--- src/rtl/cled_pkg.sv ---
// types and constants of the console line editor
`default_nettype none

package cled_pkg;

	// queue between front and back
	localparam int QDEPTH = 2;
	localparam int QPTR_W = 1;

	// configuration register indexes
	localparam int CFG_IDX_W = 1;
	localparam logic [CFG_IDX_W-1:0] REG_LOGIN_REQUIRED = 1'd0;
	localparam logic [CFG_IDX_W-1:0] REG_IDLE_TIMEOUT   = 1'd1;
	localparam logic [31:0] IDLE_TIMEOUT_RESET = 32'd60000;

	// request types
	localparam logic [1:0] REQ_BYTE    = 2'd0;
	localparam logic [1:0] REQ_TICK    = 2'd1;
	localparam logic [1:0] REQ_VERDICT = 2'd2;

	// characters
	localparam logic [7:0] CH_CR       = 8'h0D;
	localparam logic [7:0] CH_LF       = 8'h0A;
	localparam logic [7:0] CH_DEL      = 8'h7F;
	localparam logic [7:0] CH_LOW      = 8'h1F;
	localparam logic [7:0] CH_PRINT_LO = CH_LOW + 8'd1;
	localparam logic [7:0] CH_PRINT_HI = CH_DEL - 8'd1;

	// classified operations
	typedef logic [2:0] op_t;
	localparam op_t OP_ACT   = 3'd0;
	localparam op_t OP_CR    = 3'd1;
	localparam op_t OP_DEL   = 3'd2;
	localparam op_t OP_PRINT = 3'd3;
	localparam op_t OP_TICK  = 3'd4;
	localparam op_t OP_ACC   = 3'd5;
	localparam op_t OP_REJ   = 3'd6;

	// result kinds
	typedef logic [3:0] kind_t;
	localparam kind_t KIND_ECHO       = 4'd0;
	localparam kind_t KIND_CMD        = 4'd1;
	localparam kind_t KIND_PWD        = 4'd2;
	localparam kind_t KIND_EMPTY_PWD  = 4'd3;
	localparam kind_t KIND_ACCEPT     = 4'd4;
	localparam kind_t KIND_REJECT     = 4'd5;
	localparam kind_t KIND_LOGOUT_TO  = 4'd6;
	localparam kind_t KIND_INPUT_TO   = 4'd7;
	localparam kind_t KIND_PWD_TO     = 4'd8;

	// queue entry
	typedef struct packed {
		op_t        op;
		logic [7:0] data;
	} entry_t;

	// configuration registers
	typedef struct packed {
		logic        login_required;
		logic [31:0] idle_timeout_ticks;
	} cfg_t;

endpackage

`default_nettype wire

--- src/rtl/console_line_editor_with_login.sv ---
// Console line editor with login: top level, configuration registers and wiring.
// A request goes through the queue to the output register. A carriage return gives CR, LF,
// then each line character by a registered read and then output, or a notice in their
// place when no login is required or the password line is empty. Throughput: one request
// per cycle unless the queue is full or the output stalls, except carriage returns. Reset
// (arst_n low) clears the line, login, pending verdict, idle count and resets the registers.
`default_nettype none

module console_line_editor_with_login #(
	parameter int LINE_CAPACITY = 32
) (
	input  wire logic                           clk,
	input  wire logic                           arst_n,
	input  wire logic                           in_valid,
	output logic                                in_stall,
	input  wire logic [1:0]                     req_type,
	input  wire logic [7:0]                     rx_byte,
	input  wire logic                           verdict_accept,
	output logic                                out_valid,
	input  wire logic                           out_stall,
	output logic [3:0]                          out_kind,
	output logic [7:0]                          out_byte,
	output logic                                out_last,
	input  wire logic                           cfg_valid,
	output logic                                cfg_ready,
	input  wire logic [cled_pkg::CFG_IDX_W-1:0] cfg_index,
	input  wire logic [31:0]                    cfg_data
);
	import cled_pkg::*;

	cfg_t   cfg_q;
	logic   q_valid;
	entry_t q_entry;
	logic   q_pop;

	assign cfg_ready = 1'b1;

	// configuration registers
	always_ff @(posedge clk or negedge arst_n) begin
		if (!arst_n) begin
			cfg_q.login_required     <= 1'b0;
			cfg_q.idle_timeout_ticks <= IDLE_TIMEOUT_RESET;
		end else if (cfg_valid && cfg_ready) begin
			case (cfg_index)
				REG_LOGIN_REQUIRED: cfg_q.login_required     <= cfg_data[0];
				REG_IDLE_TIMEOUT:   cfg_q.idle_timeout_ticks <= cfg_data;
				default: ;
			endcase
		end
	end

	// request classification and queue
	cled_front u_front (
		.clk            (clk),
		.arst_n         (arst_n),
		.in_valid       (in_valid),
		.in_stall       (in_stall),
		.req_type       (req_type),
		.rx_byte        (rx_byte),
		.verdict_accept (verdict_accept),
		.q_valid        (q_valid),
		.q_entry        (q_entry),
		.q_pop          (q_pop)
	);

	// execution and result sequencing
	cled_back #(
		.LINE_CAPACITY (LINE_CAPACITY)
	) u_back (
		.clk       (clk),
		.arst_n    (arst_n),
		.q_valid   (q_valid),
		.q_entry   (q_entry),
		.q_pop     (q_pop),
		.cfg       (cfg_q),
		.out_valid (out_valid),
		.out_stall (out_stall),
		.out_kind  (out_kind),
		.out_byte  (out_byte),
		.out_last  (out_last)
	);

endmodule

`default_nettype wire

--- src/rtl/cled_front.sv ---
// front end: classifies requests and queues them for the back end
`default_nettype none

module cled_front (
	input  wire logic            clk,
	input  wire logic            arst_n,
	input  wire logic            in_valid,
	output logic                 in_stall,
	input  wire logic [1:0]      req_type,
	input  wire logic [7:0]      rx_byte,
	input  wire logic            verdict_accept,
	output logic                 q_valid,
	output cled_pkg::entry_t     q_entry,
	input  wire logic            q_pop
);
	import cled_pkg::*;

	entry_t               entry_q [QDEPTH];
	logic [QPTR_W-1:0]    wr_ptr_q;
	logic [QPTR_W-1:0]    rd_ptr_q;
	logic [QPTR_W:0]      count_q;
	entry_t               cls;
	logic                 cls_keep;
	logic                 push;

	// classify the incoming request
	always_comb begin
		cls.op   = OP_ACT;
		cls.data = rx_byte;
		cls_keep = 1'b1;
		case (req_type)
			REQ_BYTE: begin
				if (rx_byte == CH_CR)
					cls.op = OP_CR;
				else if (rx_byte == CH_DEL)
					cls.op = OP_DEL;
				else if (rx_byte inside {[CH_PRINT_LO:CH_PRINT_HI]})
					cls.op = OP_PRINT;
				else
					cls.op = OP_ACT;
			end
			REQ_TICK:    cls.op = OP_TICK;
			REQ_VERDICT: cls.op = verdict_accept ? OP_ACC : OP_REJ;
			default:     cls_keep = 1'b0;
		endcase
	end

	assign in_stall = (count_q == (QPTR_W+1)'(QDEPTH));
	assign push     = in_valid && !in_stall && cls_keep;
	assign q_valid  = (count_q != '0);
	assign q_entry  = entry_q[rd_ptr_q];

	// queue pointers and fill count
	always_ff @(posedge clk or negedge arst_n) begin
		if (!arst_n) begin
			wr_ptr_q <= '0;
			rd_ptr_q <= '0;
			count_q  <= '0;
		end else begin
			if (push)
				wr_ptr_q <= wr_ptr_q + QPTR_W'(1);
			if (q_pop)
				rd_ptr_q <= rd_ptr_q + QPTR_W'(1);
			if (push && !q_pop)
				count_q <= count_q + (QPTR_W+1)'(1);
			else if (!push && q_pop)
				count_q <= count_q - (QPTR_W+1)'(1);
		end
	end

	// queue storage
	always_ff @(posedge clk) begin
		if (push)
			entry_q[wr_ptr_q] <= cls;
	end

endmodule

`default_nettype wire

--- src/rtl/cled_back.sv ---
// back end: line state, login state, idle timer and result sequencer
`default_nettype none

module cled_back #(
	parameter int LINE_CAPACITY = 32
) (
	input  wire logic              clk,
	input  wire logic              arst_n,
	input  wire logic              q_valid,
	input  wire cled_pkg::entry_t  q_entry,
	output logic                   q_pop,
	input  wire cled_pkg::cfg_t    cfg,
	output logic                   out_valid,
	input  wire logic              out_stall,
	output cled_pkg::kind_t        out_kind,
	output logic [7:0]             out_byte,
	output logic                   out_last
);
	import cled_pkg::*;

	localparam int LEN_W = $clog2(LINE_CAPACITY);

	// sequencer states
	localparam logic [2:0] ST_IDLE = 3'd0;
	localparam logic [2:0] ST_LF   = 3'd1;
	localparam logic [2:0] ST_RD   = 3'd2;
	localparam logic [2:0] ST_DUMP = 3'd3;
	localparam logic [2:0] ST_NOTE = 3'd4;

	// what follows a carriage return
	localparam logic [1:0] MODE_CMD  = 2'd0;
	localparam logic [1:0] MODE_PWD  = 2'd1;
	localparam logic [1:0] MODE_OPEN = 2'd2;

	logic [7:0]       line_mem [LINE_CAPACITY];
	logic [7:0]       rd_data_q;

	logic [2:0]       state_q, state_d;
	logic [LEN_W-1:0] len_q, len_d;
	logic             logged_q, logged_d;
	logic             pend_q, pend_d;
	logic [31:0]      idle_q, idle_d;
	logic [1:0]       mode_q, mode_d;
	logic [LEN_W-1:0] dump_len_q, dump_len_d;
	logic [LEN_W-1:0] rd_idx_q, rd_idx_d;

	logic             out_valid_q;
	kind_t            out_kind_q;
	logic [7:0]       out_byte_q;
	logic             out_last_q;

	logic             out_free;
	logic             wr_en;
	logic             emit_valid;
	kind_t            emit_kind;
	logic [7:0]       emit_byte;
	logic             emit_last;
	logic [31:0]      idle_inc;
	logic             has_room;
	logic             dump_end;

	assign out_free = !out_valid_q || !out_stall;
	assign idle_inc = (idle_q == '1) ? idle_q : idle_q + 32'd1;
	assign has_room = ((LEN_W+1)'(len_q) + (LEN_W+1)'(1)) < (LEN_W+1)'(LINE_CAPACITY);
	assign dump_end = ((LEN_W+1)'(rd_idx_q) + (LEN_W+1)'(1)) == (LEN_W+1)'(dump_len_q);

	// request execution and result sequencing
	always_comb begin
		state_d    = state_q;
		len_d      = len_q;
		logged_d   = logged_q;
		pend_d     = pend_q;
		idle_d     = idle_q;
		mode_d     = mode_q;
		dump_len_d = dump_len_q;
		rd_idx_d   = rd_idx_q;
		wr_en      = 1'b0;
		q_pop      = 1'b0;
		emit_valid = 1'b0;
		emit_kind  = KIND_ECHO;
		emit_byte  = '0;
		emit_last  = 1'b0;
		case (state_q)
			ST_IDLE: begin
				if (q_valid && out_free) begin
					q_pop = 1'b1;
					case (q_entry.op)
						OP_ACT: idle_d = '0;
						OP_CR: begin
							idle_d = '0;
							if (!pend_q) begin
								emit_valid = 1'b1;
								emit_byte  = CH_CR;
								dump_len_d = len_q;
								len_d      = '0;
								state_d    = ST_LF;
								if (logged_q) begin
									mode_d = MODE_CMD;
								end else if (cfg.login_required) begin
									mode_d = MODE_PWD;
									pend_d = 1'b1;
								end else begin
									mode_d   = MODE_OPEN;
									logged_d = 1'b1;
								end
							end
						end
						OP_DEL: begin
							idle_d = '0;
							if (!pend_q && len_q != '0) begin
								len_d      = len_q - LEN_W'(1);
								emit_valid = logged_q;
								emit_byte  = CH_DEL;
								emit_last  = 1'b1;
							end
						end
						OP_PRINT: begin
							idle_d = '0;
							if (!pend_q && has_room) begin
								wr_en      = 1'b1;
								len_d      = len_q + LEN_W'(1);
								emit_valid = logged_q;
								emit_byte  = q_entry.data;
								emit_last  = 1'b1;
							end
						end
						OP_TICK: begin
							idle_d    = idle_inc;
							emit_last = 1'b1;
							if (idle_inc > cfg.idle_timeout_ticks) begin
								if (logged_q && cfg.login_required) begin
									len_d      = '0;
									logged_d   = 1'b0;
									emit_valid = 1'b1;
									emit_kind  = KIND_LOGOUT_TO;
								end else if (logged_q && len_q != '0) begin
									len_d      = '0;
									emit_valid = 1'b1;
									emit_kind  = KIND_INPUT_TO;
								end else if (!logged_q && len_q != '0) begin
									len_d      = '0;
									emit_valid = 1'b1;
									emit_kind  = KIND_PWD_TO;
								end
							end
						end
						OP_ACC, OP_REJ: begin
							if (pend_q) begin
								pend_d     = 1'b0;
								emit_valid = 1'b1;
								emit_last  = 1'b1;
								if (q_entry.op == OP_ACC) begin
									logged_d  = 1'b1;
									emit_kind = KIND_ACCEPT;
								end else begin
									emit_kind = KIND_REJECT;
								end
							end
						end
						default: ;
					endcase
				end
			end
			ST_LF: begin
				if (out_free) begin
					emit_valid = 1'b1;
					emit_byte  = CH_LF;
					rd_idx_d   = '0;
					if (dump_len_q != '0 && mode_q != MODE_OPEN) begin
						state_d = ST_RD;
					end else if (mode_q == MODE_CMD) begin
						emit_last = 1'b1;
						state_d   = ST_IDLE;
					end else begin
						state_d = ST_NOTE;
					end
				end
			end
			ST_RD: state_d = ST_DUMP;
			ST_DUMP: begin
				if (out_free) begin
					emit_valid = 1'b1;
					emit_kind  = (mode_q == MODE_CMD) ? KIND_CMD : KIND_PWD;
					emit_byte  = rd_data_q;
					emit_last  = dump_end;
					rd_idx_d   = rd_idx_q + LEN_W'(1);
					state_d    = dump_end ? ST_IDLE : ST_RD;
				end
			end
			ST_NOTE: begin
				if (out_free) begin
					emit_valid = 1'b1;
					emit_kind  = (mode_q == MODE_PWD) ? KIND_EMPTY_PWD : KIND_ACCEPT;
					emit_last  = 1'b1;
					state_d    = ST_IDLE;
				end
			end
			default: state_d = ST_IDLE;
		endcase
	end

	// control and line state
	always_ff @(posedge clk or negedge arst_n) begin
		if (!arst_n) begin
			state_q     <= ST_IDLE;
			len_q       <= '0;
			logged_q    <= 1'b0;
			pend_q      <= 1'b0;
			idle_q      <= '0;
			mode_q      <= MODE_CMD;
			dump_len_q  <= '0;
			rd_idx_q    <= '0;
			out_valid_q <= 1'b0;
		end else begin
			state_q    <= state_d;
			len_q      <= len_d;
			logged_q   <= logged_d;
			pend_q     <= pend_d;
			idle_q     <= idle_d;
			mode_q     <= mode_d;
			dump_len_q <= dump_len_d;
			rd_idx_q   <= rd_idx_d;
			if (out_free)
				out_valid_q <= emit_valid;
		end
	end

	// line memory, one write and one registered read
	always_ff @(posedge clk) begin
		if (wr_en)
			line_mem[len_q] <= q_entry.data;
		rd_data_q <= line_mem[rd_idx_q];
	end

	// output register payload
	always_ff @(posedge clk) begin
		if (emit_valid) begin
			out_kind_q <= emit_kind;
			out_byte_q <= emit_byte;
			out_last_q <= emit_last;
		end
	end

	assign out_valid = out_valid_q;
	assign out_kind  = out_kind_q;
	assign out_byte  = out_byte_q;
	assign out_last  = out_last_q;

endmodule

`default_nettype wire

--- config.mk ---
export PLATFORM = sky130hd
export DESIGN_NAME = console_line_editor_with_login
export DESIGN_NICKNAME = d
export VERILOG_FILES = /design/src/rtl/cled_pkg.sv /design/src/rtl/console_line_editor_with_login.sv /design/src/rtl/cled_front.sv /design/src/rtl/cled_back.sv
export SDC_FILE = /design/constraint.sdc
export NUM_CORES = 1
export LEC_CHECK = 0
export BUFFER_PORTS_ARGS = -buffer_cell sky130_fd_sc_hd__buf_4
export CORE_MARGIN = 1
export CORE_UTILIZATION = 25
export CTS_CLUSTER_DIAMETER = 50
export CTS_CLUSTER_SIZE = 10
export DETAILED_ROUTE_END_ITERATION = 8
export GPL_ROUTABILITY_DRIVEN = 1
export HOLD_SLACK_MARGIN = 0.03
export SETUP_SLACK_MARGIN = 0.5
export SYNTH_ARGS = -nofsm -noshare
export SYNTH_HDL_FRONTEND = slang
export SYNTH_SLANG_ARGS = --single-unit
--- constraint.sdc ---
create_clock -name clk -period 8.74 [get_ports clk]
set_input_delay 1.311 -clock clk [delete_from_list [all_inputs] [get_ports clk]]
set_output_delay 1.311 -clock clk [all_outputs]
set_load 0.005 [all_outputs]
==> results.py, run 1 <==
metrics = {
    "status": {
        "run_status": "finished, final reports clean",
    },
    "placement": {
        "numPlacedInstances": 2164,
        "post-place-ws_ns": 3.55,
        "gp_routability_congestion": 0.841,
        "place.detailed.hpwl_um": 27600,
        "port_buffers": 63,
        "post_dp_cell_area_um2": 19400,
    },
    "min_path": {
        "min_path_type": "flip-flop to flip-flop",
    },
    "routing": {
        "dr.pass1.iters": 5,
        "vias_per_cell": 4.72,
        "drt_wl_total_um": 41700,
        "vias": 10645,
        "route.detailed.wl_per_inst_um": 18.5,
        "drt_iter0_markers": 965,
        "route.detailed.drc": 0,
        "detail_route_antenna_nets": 0,
    },
    "worst_setup_path": {
        "critPathMaxFanout": 13,
        "cp-end-kind": "flip-flop",
        "cp_data_required_time_ns": 8.87,
        "critical_path_arrival_ns": 5.34,
        "critPathLaunchType": "flip-flop",
        "critPathKind": "flip-flop to flip-flop",
    },
    "cts": {
        "clk_transition_reported_paths_ns": 0.06,
        "clk-insertion-delay-late_ns": 0.59,
        "clock_tree.buffer_depth": 3,
        "post-cts-setup-buffers": 0,
        "h_tree_levels": 2,
        "cts_made_buffers": 48,
        "clock-sinks": 391,
        "clock_tree_from_tritoncts": "built",
        "post_cts_resized": 0,
        "clockRootBuffer": "clkbuf_16",
        "postCtsHoldBufs": 0,
    },
    "timing": {
        "finalSetupViolations": 0,
        "fin_worst_skew_ns": 0.0201,
        "timing.final.hold_violations": 0,
        "maxSlewViolCount": 0,
        "setup_ws_ns": 3.53,
        "worst_pin_slew_ns": 1.11,
        "final.min_clock_period_ns": 5.21,
        "final.setup.tns_ns": 0,
        "fmax_ghz": 0.192,
        "slew_headroom_pct": 25.7,
        "ratio_of_final_minimum_period_to_clock_period_pct": 59.6,
        "rsz_0062_raised_after_global_routing": "false",
    },
    "synthesis": {
        "syn_avg_cell_area_um2": 14.8,
        "post_synth_instance_area_um2": 17900,
        "top_reg_cell_synth": "edfxtp_1",
        "synth_sequential_area_ratio_pct": 62.6,
        "number_of_enable_flip_flop_cells_after_synthesis": 291,
        "synth_seq_cells": 391,
        "synth.distinct_cells": 82,
        "synth.yosys.warnings": 0,
        "asyncSetResetFlopFracSynth_pct": 23.5,
        "synthCells": 1206,
    },
    "global_route": {
        "antenna_found_initial": 1,
        "global_route.overflow_total": 0,
        "grt_max_degree": 68,
        "grt_pass1_vias": 10695,
        "global_route_wire_length_before_repair_um": 65100,
        "gr-usage-all-layers_pct": 11.5,
    },
    "pwr": {
        "pwr_density_cell_nw_per_um2": 271,
        "total_leakage_power_nw": 7.22,
        "max-vdd-ir-drop_mv": 0.158,
    },
    "finish": {
        "syn2layout_area_growth_pct": 16.7,
        "layoutNonFillerInstCount": 2254,
        "drive_above_1_share_pct": 22.9,
        "final_design_area_no_fill_um2": 20900,
        "nNetsFinal": 1365,
        "finish.utilization_pct": 29.7,
    },
    "floorplan": {
        "die_h_um": 270,
        "core_um2": 70400,
        "row_count": 97,
        "io_pins": 65,
        "die_x_um": 270,
        "start_util_pct": 25.4,
        "fp.dieArea_um2": 72700,
    },
    "run": {
        "max-cap-violations": 0,
    },
}
registers in the layout (all words and copies together), names as in the netlist, 2 cells and up:
signal	count
u_back.mode_q	2
u_back.idle_q	32
u_back.state_q	3
cfg_q	33
u_back.dump_len_q	5
u_back.len_q	5
u_front.entry_q	22
u_back.out_byte	8
u_back.rd_data_q	8
u_back.out_kind	4
u_front.count_q	2
u_back.rd_idx_q	5
u_back.line_mem	256
logic make-up (layout without fill, tap and decap cells):
kind of cell | count (synthesis) | after routing | synth area share (%)
other cells | 2 | 10 | 0.0420
fa+ha+maj | 42 | 42 | 2.98
mux | 147 | 147 | 14.2
buf+inv | 117 | 217 | 2.73
xor+xnor | 39 | 39 | 1.95
flops | 391 | 391 | 62.6
compound gates | 181 | 181 | 6.75
simple gates | 287 | 287 | 8.71
power by group:
| group | total, mW | switching, mW | internal, mW |
|---|---|---|---|
| combinational | 1.25 | 0.743 | 0.508 |
| clock | 1.92 | 0.765 | 1.16 |
| sequential | 2.49 | 0.187 | 2.30 |
| total | 5.67 | 1.69 | 3.97 |
layout by cell type (no fill, tap or decap), types with 6 or more instances in the layout:
| master | n |
|---|---|
| clkbuf_1 | 30 |
| xor2_1 | 11 |
| and4_1 | 6 |
| nor3_1 | 15 |
| nand4_1 | 24 |
| edfxtp_1 | 291 |
| ha_1 | 41 |
| nand2_1 | 58 |
| o21ai_0 | 48 |
| mux2i_1 | 12 |
| conb_1 | 9 |
| dfxtp_1 | 8 |
| o31ai_1 | 9 |
| mux4_2 | 80 |
| clkbuf_16 | 48 |
| nor2b_1 | 10 |
| or3_1 | 9 |
| xnor2_1 | 27 |
| or4_1 | 7 |
| a22o_1 | 15 |
| buf_4 | 71 |
| dfrtp_1 | 83 |
| mux2_2 | 55 |
| nand2b_1 | 10 |
| o211ai_1 | 6 |
| a21oi_1 | 41 |
| nor2_1 | 67 |
| inv_1 | 56 |
| nand3_1 | 33 |
| dfstp_2 | 7 |
| a31oi_1 | 14 |
| and3_1 | 11 |
worst paths after layout:
| path | startpoint | to | slack [ns] | cells past startpoint |
|---|---|---|---|---|
| worst max-delay path | u_back.idle_q[0]$_DFFE_PN0P_ | u_back.out_byte[1]$_DFFE_PP_ | 3.53 | 13 |
| min in group asynchronous | arst_n | cfg_q[4]$_DFFE_PN0P_ | 0.68 | 1 |
| worst min register to register | u_front.wr_ptr_q$_DFFE_PN0P_ | u_front.wr_ptr_q$_DFFE_PN0P_ | 0.50 | 1 |
| worst min-delay path | u_front.wr_ptr_q$_DFFE_PN0P_ | u_front.wr_ptr_q$_DFFE_PN0P_ | 0.50 | 1 |
| worst max register to register | u_back.idle_q[0]$_DFFE_PN0P_ | u_back.out_byte[1]$_DFFE_PP_ | 3.53 | 13 |
| max in group asynchronous | arst_n | u_back.rd_idx_q[0]$_DFFE_PN0P_ | 6.79 | 2 |
worst max-delay path, cell delays in order (launching register included):
cell      delay [ns]
dfrtp_1         0.44
ha_1            0.32
and3_1          0.39
nand2_1         0.10
a211oi_2        0.81
nand4_1         0.28
xnor2_1         0.20
ha_1            0.30
nand4_1         0.17
or4_4           0.60
o21ai_1         0.17
a31oi_1         0.14
o21ai_0         0.30
nand3b_1        0.53
per-stage QoR:
stage	total power, mW	hold slack (ns)
after floorplan	3.32	0.455
after CTS	5.73	0.496
final	5.67	0.501
after global placement	3.76	0.473
after global routing	5.93	0.525
after detailed placement	3.79	0.482
routing by layer:
metal / vias up / track usage [%] / wire (um)
li1: 4819 / - / -
met1: 5457 / 16.0 / 19000
met2: 309 / 18.1 / 19500
met3: 60 / 1.94 / 2260
met4: 0 / 3.68 / 950
met5: - / 0 / 0
cells in the mapped netlist, types with 11 or more instances:
cell / instances / area [um2]
o21ai_0: 48 / 240
mux2i_1: 12 / 120
a21oi_1: 41 / 205
mux4_2: 80 / 1800
nand2_1: 58 / 218
buf_2: 20 / 100
edfxtp_1: 291 / 8740
nor2_1: 67 / 251
inv_1: 56 / 210
dfrtp_1: 85 / 2130
xnor2_1: 27 / 236
xor2_1: 11 / 96.3
nand4_1: 24 / 150
a31oi_1: 14 / 87.6
nand3_1: 33 / 165
and3_1: 11 / 68.8
clkbuf_1: 27 / 101
nor3_1: 15 / 75.1
ha_1: 41 / 513
a22o_1: 15 / 131
mux2_2: 55 / 619
layout make-up:
type	count	area (um2)
clock inverters	10	198
inverters	57	214
well taps	940	1180
fillers	7023	49500
diodes	1	2.50
flip-flops and latches	391	11200
clock buffers	79	1330
repair buffers	71	533
multi-input cells	705	6220
Note: power is estimated with default switching activity, not from simulation.
==> run 2, diff against run 1 <==
==> constraint.sdc (replaced) <==
create_clock -name clk -period 4.8 [get_ports clk]
set_input_delay 0.72 -clock clk [delete_from_list [all_inputs] [get_ports clk]]
set_output_delay 0.72 -clock clk [all_outputs]
set_load 0.005 [all_outputs]
==> results.py, run 2 (synthesis gave the netlist of run 1 again) <==
metrics = {
    "placement": {
        "place.detailed.hpwl_um": 27900,
        "post_dp_cell_area_um2": 19500,
        "gp_routability_congestion": 0.868,
        "post-place-ws_ns": 0.350,
        "port_buffers": 63,
        "numPlacedInstances": 2180,
    },
    "floorplan": {
        "start_util_pct": 25.4,
        "die_x_um": 270,
        "core_um2": 70400,
        "io_pins": 65,
        "fp.dieArea_um2": 72700,
        "die_h_um": 270,
        "row_count": 97,
    },
    "finish": {
        "registers.top_by_ff_count": "u_back.line_mem",
        "layout.cells.most_common": "edfxtp_1",
        "final_design_area_no_fill_um2": 21100,
        "drive_above_1_share_pct": 25.5,
        "syn2layout_area_growth_pct": 17.9,
        "reg_top3": "u_back.line_mem: 256 flops, cfg_q: 33 flops, u_back.idle_q: 32 flops",
        "finish.utilization_pct": 30.0,
        "most-common-layout-cells": "edfxtp_1 (291), buf_4 (97), mux4_2 (80), dfrtp_1 (80), nor2_1 (67)",
        "layoutNonFillerInstCount": 2271,
        "largest_register_ffs": 256,
        "num_antenna_cells": 0,
        "nNetsFinal": 1392,
    },
    "worst_setup_path": {
        "reg2reg_slack_ns": 0.71,
        "critPathMaxFanout": 8,
        "critPathLaunchType": "flip-flop",
        "worst_r2r_endpoint": "u_back.len_q[2]$_DFFE_PN0P_",
        "ff2ff_path_depth": 12,
        "critical_path_arrival_ns": 4.55,
        "critPathKind": "flip-flop to flip-flop",
        "critical_path.reg2reg.startpoint": "u_back.idle_q[4]$_DFFE_PN0P_",
        "cp_data_required_time_ns": 5.25,
        "cp-end-kind": "flip-flop",
    },
    "routing": {
        "dr.pass1.iters": 5,
        "vias_per_cell": 4.73,
        "detail_route_antenna_nets": 0,
        "route.detailed.wl_per_inst_um": 18.7,
        "drt_wl_total_um": 42500,
        "drt_iter0_markers": 840,
        "vias": 10735,
        "route.detailed.drc": 0,
    },
    "global_route": {
        "grt_max_degree": 67,
        "gr-usage-all-layers_pct": 11.7,
        "global_route.overflow_total": 0,
        "grt_pass1_vias": 11000,
        "antenna_found_initial": 1,
        "global_route_wire_length_before_repair_um": 66200,
    },
    "pwr": {
        "pwr_density_cell_nw_per_um2": 483,
        "internal_power_mw": 7.08,
        "switching_share_pct": 30.5,
        "sequentialPowerShare_pct": 44.6,
        "total_leakage_power_nw": 7.34,
        "max-vdd-ir-drop_mv": 0.295,
        "net_switching_component_of_the_power_mw": 3.11,
        "clkPwrFrac_pct": 32.7,
        "fin_total_pwr_mw": 10.2,
        "comb_power_share_pct": 22.7,
    },
    "timing": {
        "final.setup.tns_ns": 0,
        "worst_pin_slew_ns": 1.12,
        "maxSlewViolCount": 0,
        "slew_headroom_pct": 25.3,
        "final.min_clock_period_ns": 4.09,
        "ratio_of_final_minimum_period_to_clock_period_pct": 85.3,
        "rsz_0062_raised_after_global_routing": "false",
        "timing.hold.ws_ns": 0.177,
        "fmax_ghz": 0.244,
        "setup_ws_ns": 0.707,
        "finalSetupViolations": 0,
        "timing.final.hold_violations": 0,
        "fin_worst_skew_ns": 0.0415,
    },
    "cts": {
        "cts_made_buffers": 48,
        "clockRootBuffer": "clkbuf_16",
        "postCtsHoldBufs": 0,
        "clock_tree_from_tritoncts": "built",
        "clock_tree.buffer_depth": 3,
        "clk_transition_reported_paths_ns": 0.06,
        "h_tree_levels": 2,
        "clock-sinks": 391,
        "clk-insertion-delay-late_ns": 0.60,
    },
    "run": {
        "max-cap-violations": 0,
    },
    "status": {
        "run_status": "finished, final reports clean",
    },
    "min_path": {
        "min_path_type": "input pin to asynchronous set/reset pin",
    },
}
[run 2: repair_timing]
item | in CTS | in global routing
buffers inserted | 4 | 7
gates resized for setup | 1 | 17
pin swaps | 1 | 6
endpoints found under the setup margin | 15 | 20
[run 2: per-layer routing]
metal	vias up	track usage [%]	share of wire (%)
met5	-	0	0
met4	0	3.80	2.4
met3	80	2.73	6.6
met2	325	18.7	47
met1	5473	15.5	44
li1	4857	-	-
[run 2: worst max-delay path, cell delays in order, from the launching register on]
cell and delay [ns]:
dfrtp_1 0.48, and4_1 0.31, nand4_4 0.20, a311oi_4 0.46, nand4_1 0.22, xnor2_1 0.17
ha_1 0.31, nand4_1 0.23, or4_4 0.62, o21ai_1 0.19, a31oi_2 0.11, o31ai_4 0.32
mux2_2 0.38
[run 2: worst max-delay path by stage]
| stage | from | endpoint | slack, ns | cells past startpoint |
|---|---|---|---|---|
| after floorplan | u_back.idle_q[0]$_DFFE_PN0P_ | u_back.out_byte[0]$_DFFE_PP_ | 0.76 | 15 |
| after global placement | u_back.idle_q[0]$_DFFE_PN0P_ | u_back.out_byte[0]$_DFFE_PP_ | 0.49 | 15 |
| after detailed placement | u_back.idle_q[0]$_DFFE_PN0P_ | u_back.out_byte[7]$_DFFE_PP_ | 0.35 | 15 |
| after CTS | u_back.idle_q[4]$_DFFE_PN0P_ | u_back.out_byte[7]$_DFFE_PP_ | 0.52 | 14 |
| after global routing | u_back.idle_q[5]$_DFFE_PN0P_ | u_back.out_byte[7]$_DFFE_PP_ | 0.50 | 13 |
| final | u_back.idle_q[4]$_DFFE_PN0P_ | u_back.len_q[2]$_DFFE_PN0P_ | 0.71 | 12 |
[run 2: layout make-up]
class	count	area, um2
multi-input combinational	705	6310
clock inverter	10	130
inverter	57	214
tap	940	1180
clock buffer	70	1300
timing repair buffer	98	748
sequential	391	11200
fill	7034	49300
[run 2: power groups by stage]
| stage | Combinational [mW] | Clock [mW] | Sequential (mW) |
|---|---|---|---|
| finish | 2.31 | 3.33 | 4.55 |
| global route | 2.53 | 3.53 | 4.60 |
| CTS | 2.34 | 3.42 | 4.55 |
| detailed placement | 2.33 | 0 | 4.61 |
| global placement | 2.27 | 0 | 4.60 |
| floorplan | 1.68 | 0 | 4.36 |
==> run 3, diff against run 2 <==
--- a/config.mk
+++ b/config.mk
@@ -5,6 +5,7 @@
 export SDC_FILE = /design/constraint.sdc
 export NUM_CORES = 1
 export LEC_CHECK = 0
+export ABC_AREA = 1
 export BUFFER_PORTS_ARGS = -buffer_cell sky130_fd_sc_hd__buf_4
 export CORE_MARGIN = 1
 export CORE_UTILIZATION = 25
==> results.py, run 3 <==
metrics = {
    "floorplan": {
        "core_um2": 70100,
        "row_count": 97,
        "start_util_pct": 25.3,
        "fp.dieArea_um2": 72100,
        "die_x_um": 269,
        "die_h_um": 269,
        "io_pins": 65,
    },
    "finish": {
        "registers.top_by_ff_count": "u_back.line_mem",
        "drive_above_1_share_pct": 10.2,
        "nNetsFinal": 1856,
        "layout.cells.most_common": "edfxtp_1",
        "num_antenna_cells": 0,
        "filler_cell_count": 7278,
        "largest_register_ffs": 256,
        "reg_top3": "u_back.line_mem: 256 flops, cfg_q: 33 flops, u_back.idle_q: 32 flops",
        "most-common-layout-cells": "edfxtp_1 (291), nor2_1 (268), nand2_1 (247)",
        "finish.utilization_pct": 29.6,
        "syn2layout_area_growth_pct": 16.8,
    },
    "global_route": {
        "grt_max_degree": 90,
        "globalRouteMet3Util_pct": 2.26,
        "global_route_wire_length_before_repair_um": 71100,
        "gr-usage-met2_pct": 20.9,
        "groute.layer.met1.usage_pct": 16.4,
        "busiest_layer": "met2",
        "antenna_found_initial": 1,
        "gr-usage-all-layers_pct": 12.6,
        "grt_pass1_vias": 12607,
        "global_route.overflow_total": 0,
    },
    "pwr": {
        "internal_power_mw": 7.29,
        "sequentialPowerShare_pct": 41.7,
        "max-vdd-ir-drop_mv": 0.254,
        "comb_power_share_pct": 28.5,
        "net_switching_component_of_the_power_mw": 4.01,
        "switching_share_pct": 35.5,
        "pwr_density_cell_nw_per_um2": 544,
        "clkPwrFrac_pct": 29.8,
        "total_leakage_power_nw": 7.85,
    },
    "placement": {
        "port_buffers": 63,
        "place.detailed.hpwl_um": 29300,
        "gp_routability_congestion": 0.902,
    },
    "worst_setup_path": {
        "cp_data_required_time_ns": 5.01,
        "critical_path_arrival_ns": 3.96,
        "ff2ff_path_depth": 21,
        "startpoint": "u_back.idle_q[0]$_DFFE_PN0P_",
        "reg2reg_slack_ns": 1.05,
        "critPathMaxFanout": 19,
        "cp-end-kind": "flip-flop",
        "critPathKind": "flip-flop to flip-flop",
        "critPathLaunchType": "flip-flop",
        "crit_path_end": "u_back.out_byte[4]$_DFFE_PP_",
        "worst_r2r_endpoint": "u_back.out_byte[4]$_DFFE_PP_",
        "critical_path.reg2reg.startpoint": "u_back.idle_q[0]$_DFFE_PN0P_",
    },
    "timing": {
        "timing.final.hold_violations": 0,
        "timing.hold.ws_ns": 0.180,
        "maxSlewViolCount": 0,
        "worst_pin_slew_ns": 1.25,
        "final.min_clock_period_ns": 3.75,
        "fin_worst_skew_ns": 0.0351,
        "fmax_ghz": 0.267,
        "finalSetupViolations": 0,
        "final.setup.tns_ns": 0,
        "rsz_0062_raised_after_global_routing": "false",
        "slew_headroom_pct": 16.5,
        "ratio_of_final_minimum_period_to_clock_period_pct": 78.0,
    },
    "synthesis": {
        "yosys-mux-area-fraction_pct": 0,
        "syn_avg_cell_area_um2": 10.4,
        "post_synth_instance_area_um2": 17800,
        "post_synth_xor_area_fraction_pct": 1.87,
        "number_of_enable_flip_flop_cells_after_synthesis": 291,
        "synth.most_common_cell": "edfxtp_1",
        "synth_compound_gate_area_share_pct": 12.0,
        "synthTopCellsByCount": "edfxtp_1 (291), nor2_1 (268), nand2_1 (249)",
        "synth_sequential_area_ratio_pct": 63.1,
        "synth.distinct_cells": 50,
        "synth.largest_area_cell": "edfxtp_1",
        "combinational_family_with_the_most_area_after_synthesis": "simple AND/OR/NAND/NOR gates",
        "synth.yosys.warnings": 0,
        "post-synth-top-area-fraction_pct": 49.2,
        "synth_seq_cells": 391,
        "synth_area_leaders": "edfxtp_1 (49%), dfrtp_1 (12%), nor2_1 (5.7%)",
        "synth_simple_gate_area_share_pct": 15.4,
        "synthAdderAreaFrac_pct": 3.00,
        "asyncSetResetFlopFracSynth_pct": 23.5,
        "top_reg_cell_synth": "edfxtp_1",
        "synthCells": 1703,
    },
    "cts": {
        "clk-insertion-delay-late_ns": 0.59,
        "post-cts-setup-buffers": 0,
        "clock_tree.buffer_depth": 3,
        "clock-sinks": 391,
        "cts_made_buffers": 48,
        "h_tree_levels": 2,
        "clock_tree_from_tritoncts": "built",
        "clk_transition_reported_paths_ns": 0.06,
        "clockRootBuffer": "clkbuf_16",
    },
    "status": {
        "run_status": "finished, final reports clean",
    },
    "routing": {
        "drt_wl_total_um": 45200,
        "drt_iter0_markers": 1098,
        "detail_route_antenna_nets": 0,
        "dr.pass1.iters": 5,
        "vias_per_cell": 4.65,
        "vias": 12738,
        "route.detailed.drc": 0,
        "route.detailed.wl_per_inst_um": 16.5,
    },
    "run": {
        "max-cap-violations": 0,
    },
    "min_path": {
        "min_path_type": "input pin to asynchronous set/reset pin",
    },
}
run 3: cell count changes after synthesis, moves of 27 or more:
cell / before / now
a21oi_1: 41 / 69
inv_1: 56 / 127
mux2_2: 55 / 0
o21ai_0: 48 / 183
mux4_2: 80 / 0
o221ai_1: 3 / 42
clkbuf_1: 27 / 63
nand2_1: 58 / 249
o21ai_1: 2 / 29
nor2_1: 67 / 268
run 3: how the worst min path moves through the flow:
| stage | start | to | slack [ns] | depth (start not counted) |
|---|---|---|---|---|
| 5_1_grt | arst_n | cfg_q[32]$_DFFE_PN0P_ | 0.23 | 1 |
| 2_1_floorplan | arst_n | cfg_q[0]$_DFFE_PN0P_ | 0.42 | 0 |
| 3_5_place_dp | cfg_q[5]$_DFFE_PN1P_ | cfg_q[5]$_DFFE_PN1P_ | 0.49 | 2 |
| 4_1_cts | arst_n | u_back.out_valid$_DFFE_PN0N_ | 0.20 | 1 |
| 6_report | arst_n | cfg_q[32]$_DFFE_PN0P_ | 0.18 | 1 |
| 3_3_place_gp | u_back.dump_len_q[4]$_DFFE_PN0P_ | u_back.dump_len_q[4]$_DFFE_PN0P_ | 0.48 | 2 |
run 3: final cells by class:
class | instances | area, um2 | area share [%]
clock buffer | 72 | 1310 | 6.33
sequential | 391 | 11200 | 54.1
clock inverter | 10 | 146 | 0.706
timing repair buffer | 80 | 601 | 2.90
tap | 940 | 1180 | 5.67
inverter | 136 | 514 | 2.48
multi-input combinational | 1108 | 5780 | 27.9
run 3: logic make-up after synthesis:
group                    after synthesis
adder cells (fa/ha/maj)               42
AND/OR/NAND/NOR                      645
flip-flops                           391
other                                  2
buffers and inverters                211
AO/OA/AOI/OAI                        374
XOR/XNOR                              38
run 3: per-layer routing:
metal / up-vias / wire length [um]
met3: 96 / 2600
met4: 2 / 1330
met1: 6207 / 19700
met2: 370 / 21600
li1: 6063 / -
met5: - / 7
run 3: critical path, cell delays in order, from the launching register on:
cell,delay (ns)
dfrtp_1,0.42
ha_1,0.28
nand2_1,0.08
inv_1,0.04
nand2_1,0.12
nor2_1,0.08
inv_1,0.09
nor2_1,0.08
nand2_2,0.23
buf_4,0.30
nand2_1,0.11
ha_1,0.30
nand2_1,0.08
nor3_1,0.34
nand2_1,0.09
nand2_1,0.06
nand2_1,0.04
nand2_1,0.12
nand3_1,0.09
nand2_1,0.07
nand2_1,0.09
o21ai_4,0.23
run 3: timing repair:
item,CTS,global route
gates resized for setup,0,3
endpoints found under the setup margin,0,13
hold buffers,0,0
run 3: power by group through the flow:
stage / clock (mW) / combinational [mW] / sequential (mW)
2_1_floorplan: 0 / 2.18 / 4.60
3_3_place_gp: 0 / 3.13 / 4.76
3_5_place_dp: 0 / 3.22 / 4.76
4_1_cts: 3.44 / 3.23 / 4.71
5_1_grt: 3.57 / 3.61 / 4.76
6_report: 3.37 / 3.22 / 4.71
run 3: stage by stage:
stage          setup slack (ns)  instance area, um2  cells  power, mW
6_report                   1.05               20700   2737       11.3
5_1_grt                   0.648               20700   2737       11.9
3_5_place_dp              0.814               19300   2655       7.98
4_1_cts                   0.788               20700   2737       11.4
3_3_place_gp              0.931               19300   2655       7.89
2_1_floorplan              1.32               17800   1710       6.78
